File: src/rtl/bgi_pkg.sv
// Package for the bilinear grid interpolator: payload and control structs,
// field widths, register indexes and parameter defaults. No dependencies.
package bgi_pkg;

    // Fixed field widths of the transfer payloads.
    localparam int SAMPLE_W = 16;
    localparam int INDEX_W  = 8;
    localparam int COORD_W  = 16;
    localparam int CFG_W    = 9;
    localparam int CFG_IDX_W = 1;
    // Width used to compare grid coordinates (one bit of headroom for the +1 neighbor).
    localparam int CMP_W    = COORD_W + 1;

    // Parameter defaults for the top level.
    localparam int GRID_ROWS_DEF = 256;
    localparam int GRID_COLS_DEF = 256;
    localparam int FRAC_BITS_DEF = 8;

    // Reset values of the configuration registers.
    localparam logic [CFG_W-1:0] ROWS_RESET = CFG_W'(256);
    localparam logic [CFG_W-1:0] COLS_RESET = CFG_W'(256);

    // Configuration register indexes.
    localparam logic [CFG_IDX_W-1:0] REG_ROWS_IN_USE = 1'b0;
    localparam logic [CFG_IDX_W-1:0] REG_COLS_IN_USE = 1'b1;

    // Operation codes.
    localparam logic OP_WRITE = 1'b0;
    localparam logic OP_QUERY = 1'b1;

    typedef struct packed {
        logic                       opcode;
        logic [INDEX_W-1:0]         sample_row;
        logic [INDEX_W-1:0]         sample_col;
        logic signed [SAMPLE_W-1:0] sample_value;
        logic [COORD_W-1:0]         query_row;
        logic [COORD_W-1:0]         query_col;
    } bgi_item_t;

    typedef struct packed {
        logic signed [SAMPLE_W-1:0] interp_value;
        logic                       out_of_range;
    } bgi_result_t;

    // Commands from the controller to the datapath.
    typedef struct packed {
        logic       load;      // capture the accepted item
        logic       store;     // write the captured sample into the grid
        logic       rd_en;     // read one neighbor and form its weight
        logic [1:0] rd_sel;    // bit 1 selects the far row, bit 0 the far column
        logic       mul_en;    // multiply the read sample by its weight
        logic       acc_first; // start the sum with the current product
        logic       acc_add;   // add the current product to the sum
        logic       res_en;    // register the result and raise the strobe
        logic       res_oor;   // the result is the out-of-range answer
    } bgi_cmd_t;

    // Status from the datapath to the controller.
    typedef struct packed {
        logic is_query;
        logic oor;
    } bgi_status_t;

endpackage

File: src/rtl/bgi_ctrl.sv
// Controller of the bilinear grid interpolator: sequences a write or the
// four-neighbor query. Depends on bgi_pkg.
module bgi_ctrl (
    input  logic                clk,
    input  logic                rst_n,
    input  logic                start,
    input  bgi_pkg::bgi_status_t status,
    output logic                busy,
    output bgi_pkg::bgi_cmd_t   cmd
);

    typedef enum logic [7:0] {
        ST_IDLE   = 8'b0000_0001,
        ST_CHECK  = 8'b0000_0010,
        ST_RD01   = 8'b0000_0100,
        ST_RD10   = 8'b0000_1000,
        ST_RD11   = 8'b0001_0000,
        ST_MUL11  = 8'b0010_0000,
        ST_ACC11  = 8'b0100_0000,
        ST_FINISH = 8'b1000_0000
    } bgi_state_t;

    bgi_state_t state_reg;
    bgi_state_t state_next;

    always_ff @(posedge clk or negedge rst_n)
    begin
        if (!rst_n)
        begin
            state_reg <= ST_IDLE;
        end
        else
        begin
            state_reg <= state_next;
        end
    end

    assign busy = (state_reg != ST_IDLE);

    always_comb
    begin
        state_next = state_reg;
        cmd        = '0;
        case (state_reg)
            ST_IDLE:
            begin
                if (start)
                begin
                    cmd.load   = 1'b1;
                    state_next = ST_CHECK;
                end
            end
            ST_CHECK:
            begin
                if (!status.is_query)
                begin
                    cmd.store  = 1'b1;
                    state_next = ST_IDLE;
                end
                else if (status.oor)
                begin
                    cmd.res_en  = 1'b1;
                    cmd.res_oor = 1'b1;
                    state_next  = ST_IDLE;
                end
                else
                begin
                    cmd.rd_en  = 1'b1;
                    cmd.rd_sel = 2'b00;
                    state_next = ST_RD01;
                end
            end
            ST_RD01:
            begin
                cmd.rd_en  = 1'b1;
                cmd.rd_sel = 2'b01;
                cmd.mul_en = 1'b1;
                state_next = ST_RD10;
            end
            ST_RD10:
            begin
                cmd.rd_en     = 1'b1;
                cmd.rd_sel    = 2'b10;
                cmd.mul_en    = 1'b1;
                cmd.acc_first = 1'b1;
                state_next    = ST_RD11;
            end
            ST_RD11:
            begin
                cmd.rd_en   = 1'b1;
                cmd.rd_sel  = 2'b11;
                cmd.mul_en  = 1'b1;
                cmd.acc_add = 1'b1;
                state_next  = ST_MUL11;
            end
            ST_MUL11:
            begin
                cmd.mul_en  = 1'b1;
                cmd.acc_add = 1'b1;
                state_next  = ST_ACC11;
            end
            ST_ACC11:
            begin
                cmd.acc_add = 1'b1;
                state_next  = ST_FINISH;
            end
            ST_FINISH:
            begin
                cmd.res_en = 1'b1;
                state_next = ST_IDLE;
            end
            default:
            begin
                state_next = ST_IDLE;
            end
        endcase
    end

endmodule

File: config.mk
export PLATFORM = sky130hd
export DESIGN_NAME = bgi_ctrl
export DESIGN_NICKNAME = d
export VERILOG_FILES = /design/src/rtl/bgi_pkg.sv /design/src/rtl/bgi_ctrl.sv
export SDC_FILE = /design/constraint.sdc
export NUM_CORES = 1
export LEC_CHECK = 0
export BUFFER_PORTS_ARGS = -buffer_cell sky130_fd_sc_hd__clkbuf_2
export CORE_AREA = 2 2 39 41
export DETAILED_ROUTE_END_ITERATION = 10
export DIE_AREA = 0 0 41 43
export GPL_ROUTABILITY_DRIVEN = 0
export PLACE_DENSITY_LB_ADDON = 0.25
export RECOVER_POWER = 25
export SLEW_MARGIN = 20
export SYNTH_ARGS = -nofsm -noshare
export SYNTH_HDL_FRONTEND = slang
export SYNTH_SLANG_ARGS = --single-unit
File: constraint.sdc
create_clock -name clk -period 4.3 [get_ports clk]
set_input_delay 1.075 -clock clk [delete_from_list [all_inputs] [get_ports clk]]
set_output_delay 1.075 -clock clk [all_outputs]
set_load 0.005 [all_outputs]
# Yosys cells after proc, flatten, opt, wreduce, memory -nomap -nowiden
# Cells that the tools add are included.
[totals]
ff_bits = 8
input_bits = 5
out_inout_bits = 11
[classes]
eq_ne = 10
mux = 18
n_reduce_logical = 2
[op_table]
columns = ["operator", "n"]
rows = [
  ["8-bit case mux with 7 select lines", 1],
  ["8-bit 2-to-1 mux", 2],
  ["3-bit case mux with 4 select lines", 1],
  ["3-bit 2-to-1 mux", 3],
  ["8-bit by 1-bit equality test with 1-bit output, second input constant", 1],
  ["8-bit by 2-bit equality test with 1-bit output, second input constant", 1],
  ["8-bit by 3-bit equality test with 1-bit output, second input constant", 1],
  ["8-bit by 4-bit equality test with 1-bit output, second input constant", 1],
  ["8-bit by 5-bit equality test with 1-bit output, second input constant", 1],
  ["8-bit by 6-bit equality test with 1-bit output, second input constant", 1],
  ["8-bit by 7-bit equality test with 1-bit output, second input constant", 1],
  ["8-bit equality test, second input constant", 1],
  ["1-bit 2-to-1 mux", 8],
  ["8-bit by 1-bit inequality test with 1-bit output, second input constant", 1],
  ["2-bit 2-to-1 mux", 2],
  ["4-bit OR reduction", 1],
  ["3-bit OR reduction", 1],
  ["2-bit inequality test, second input constant", 1],
  ["1-bit case mux with 2 select lines", 1],
]

# Depth between registers and ports, before layout
[logic_depth]
ltp_word = 3
ltp_mapped = 5
mapped_depth_nobuf = 4

# Worst setup path after synthesis
# OpenSTA, ideal clock, no wires.
[synth_path]
kind = "input to output"
startpoint = "input status[1] in the netlist's numbering"
endpoint = "output cmd[1] in the netlist's numbering"
arrival_time_ps = 1381
required_ps = 3225
slack_ps = 1844
cell_stages = 3
cell_sequence = "nand2_1 > nor2_2 > a41o_1"
[synth_lines]
columns = ["element", "line_no", "text"]
rows = [
  ["from (decl)", "bgi_ctrl.sv:7", "input bgi_pkg::bgi_status_t status,"],
  ["to (decl)", "bgi_ctrl.sv:9", "output bgi_pkg::bgi_cmd_t cmd"],
]

==> flow_summary.ini <==
[timing]
final_max_slew_viol_count = 0
slew-limit-headroom_pct = 69.8
rsz0062_at_grt = no
worst_pin_slew_ns = 0.454
finalCritPeriodShare_pct = 65.6
fmax_mhz = 354
finalSetupViolations = 0
fin_tns_setup_ns = 0
finClkSkew_ns = 0.00873
period_minus_slack_ns = 2.82
finalHoldViolCount = 0

[clock_network]
cts_buffers = 3
cts_tree = yes
cts-resized-gates = 0
hold_buffers = 0
path_clk_slew_ns = 0.06
htreeDepth = 1
insertion_delay_ns = 0.25
max-clock-path-buffers = 2
cts-root-buf = clkbuf_4
post-cts-setup-buffer-count = 0
cts_sinks = 8

[routing]
routed_wl_um = 1120
viasPerCell = 5.30
initialDrtViolationCount = 7
vias = 482
drt-pass1-iter-count = 4
postRouteAntennaNets = 0
drc = 0
wl_per_cell_um = 12.3

[worst_hold_path]
min_path_type = reg2reg

[setup_path]
slowest_stage = dfrtp_1
cp-end-kind = primary output
critPathArrivalTime_ns = 1.75
crit_path_max_fanout = 11
path_cells = or3b_4 > o21ai_2 > nand3_1 > o21ai_1 > clkbuf_2
max_stage_delay_ns = 0.62
required_ns = 3.22
startpoint_type = register
path_class = reg2out

[synth]
seq_area_frac_synth_pct = 35.2
yosysWarnings = 0
avgSynthCellArea_um2 = 9.71
synth_cell_types = 30
synth_seq_cells = 8
synth_cells = 59
syn_nets = 64
synthesis.area_um2 = 573

[layout]
multi_input_area_um2 = 342
drive_gt1_share_pct = 36.0
largest_register_ffs = 8
nets = 81
antenna_cells = 0
area_growth_pct = 15.7
register_area_um2 = 201
fill_cells = 144
finalNonFillerCells = 91

[global_routing]
grt_pass1_vias = 405
grtUsageTotal_pct = 15.4
grt_pass1_wl_um = 1800
overflow = 0
grt_antenna_before_repair = 0
grt_max_degree = 12

[floorplan]
core_area_um2 = 1380
die_h_um = 43
fp.dieW_um = 41
num_rows = 14
ios = 16
die_area_um2 = 1760
initial_core_util_pct = 41.4

[pwr]
max-vdd-ir-drop_uv = 243
p_total_mw = 0.265
p_leak_nw = 0.301
powerDensity_nw_per_um2 = 399

[placed_design]
place_hpwl_um = 847
place_inst = 87
portBuffers = 15

[job]
cap_viol_max_count = 0

[run_status]
status = finished clean
## critical path, delay by kind of cell, from the launching register on
family	cells	cell delay, ns
DFF	1	0.62
and+or+nand+nor	2	0.56
buffers and inverters	1	0.13
AOI/OAI and AO/OA	2	0.18
## path summary, 6_finish.rpt
check                                         startpoint                        to  slack, ns  cells past startpoint
worst min register to register  state_reg[5]$_DFFE_PN0P_  state_reg[7]$_DFFE_PN0P_       0.55                      1
min in group asynchronous                          rst_n  state_reg[3]$_DFFE_PN0P_       0.73                      1
worst max register to register  state_reg[4]$_DFFE_PN0P_  state_reg[0]$_DFFE_PN1P_       2.74                      4
max in group asynchronous                          rst_n  state_reg[0]$_DFFE_PN1P_       3.23                      1
worst min-delay path            state_reg[5]$_DFFE_PN0P_  state_reg[7]$_DFFE_PN0P_       0.55                      1
worst max-delay path            state_reg[4]$_DFFE_PN0P_                    cmd[7]       1.48                      5
## stage by stage
step                cell area (um^2)  setup slack, ns  hold slack (ns)  utilization, %
floorplan                        573             1.84            0.503               -
global placement                 638             1.65            0.554            46.1
detailed placement               638             1.64            0.544            46.1
CTS                              664             1.47            0.557            48.0
global route                     663             1.33            0.592            47.9
finish                           663             1.48            0.547            47.9
## kinds of logic (layout without fill, tap and decap cells)
group                  count (synthesis)  in the layout  synth area share, %
flip-flops                             8              8                 35.2
AND/OR/NAND/NOR                       33             33                 39.7
AO/OA/AOI/OAI                         10             10                 12.2
XOR/XNOR                               5              5                 7.64
buffers and inverters                  3             19                 5.24
## power by group
| part | leakage (nW) | total, mW | internal [mW] | switching (mW) |
|---|---|---|---|---|
| Sequential | 0.107 | 0.108 | 0.0878 | 0.0206 |
| Combinational | 0.179 | 0.0944 | 0.0468 | 0.0476 |
| Clock | 0.0150 | 0.0617 | 0.0355 | 0.0262 |
## synthesized netlist by cell type
master	number	share of area (%)
nand2_1	5	3.3
xnor2_1	4	6.1
nor3b_1	1	1.3
nor2_1	4	2.6
and2_1	1	1.1
nand3_1	1	0.87
a41o_1	1	1.7
nor2_2	2	2.2
or3b_4	1	2.0
o22ai_1	1	1.1
a22o_1	1	1.5
buf_6	2	3.9
nor3_2	1	1.7
and3_1	2	2.2
a31o_2	1	1.5
nor4_4	1	3.7
buf_4	1	1.3
nand2b_1	3	3.3
a21boi_0	1	1.3
dfrtp_1	7	31
dfstp_2	1	4.6
xor2_1	1	1.5
nor3_1	4	3.5
nor4b_1	4	6.1
o21ai_0	3	2.6
o21ai_1	1	0.87
o21ai_2	1	1.5
nor3b_2	1	2.2
nand4b_2	1	2.6
nor2b_1	1	1.1
## cell usage in the layout (no fill, tap or decap), drive strengths merged
cell type / n
a21boi: 1
a22o: 1
a31o: 1
a41o: 1
and2: 1
and3: 2
clkbuf: 19
dfrtp: 7
dfstp: 1
nand2: 5
nand2b: 3
nand3: 1
nand4b: 1
nor2: 6
nor2b: 1
nor3: 5
nor3b: 2
nor4: 1
nor4b: 4
o21ai: 5
o22ai: 1
or3b: 1
xnor2: 4
xor2: 1
## metal layers
metal / vias up / routed length (um) / GRT usage (%)
met3: 2 / 59 / 1.57
met5: - / 0 / 0
met1: 216 / 555 / 22.1
li1: 248 / - / -
met2: 16 / 491 / 20.9
met4: 0 / 14 / 10.0
## final cells by class
class,count,area share [%]
Tap cell,16,3.02
Multi-Input combinational cell,48,51.5
Clock buffer,4,3.96
Timing Repair Buffer,15,11.1
Sequential cell,8,30.4
Power figures use the tool's default switching activity.
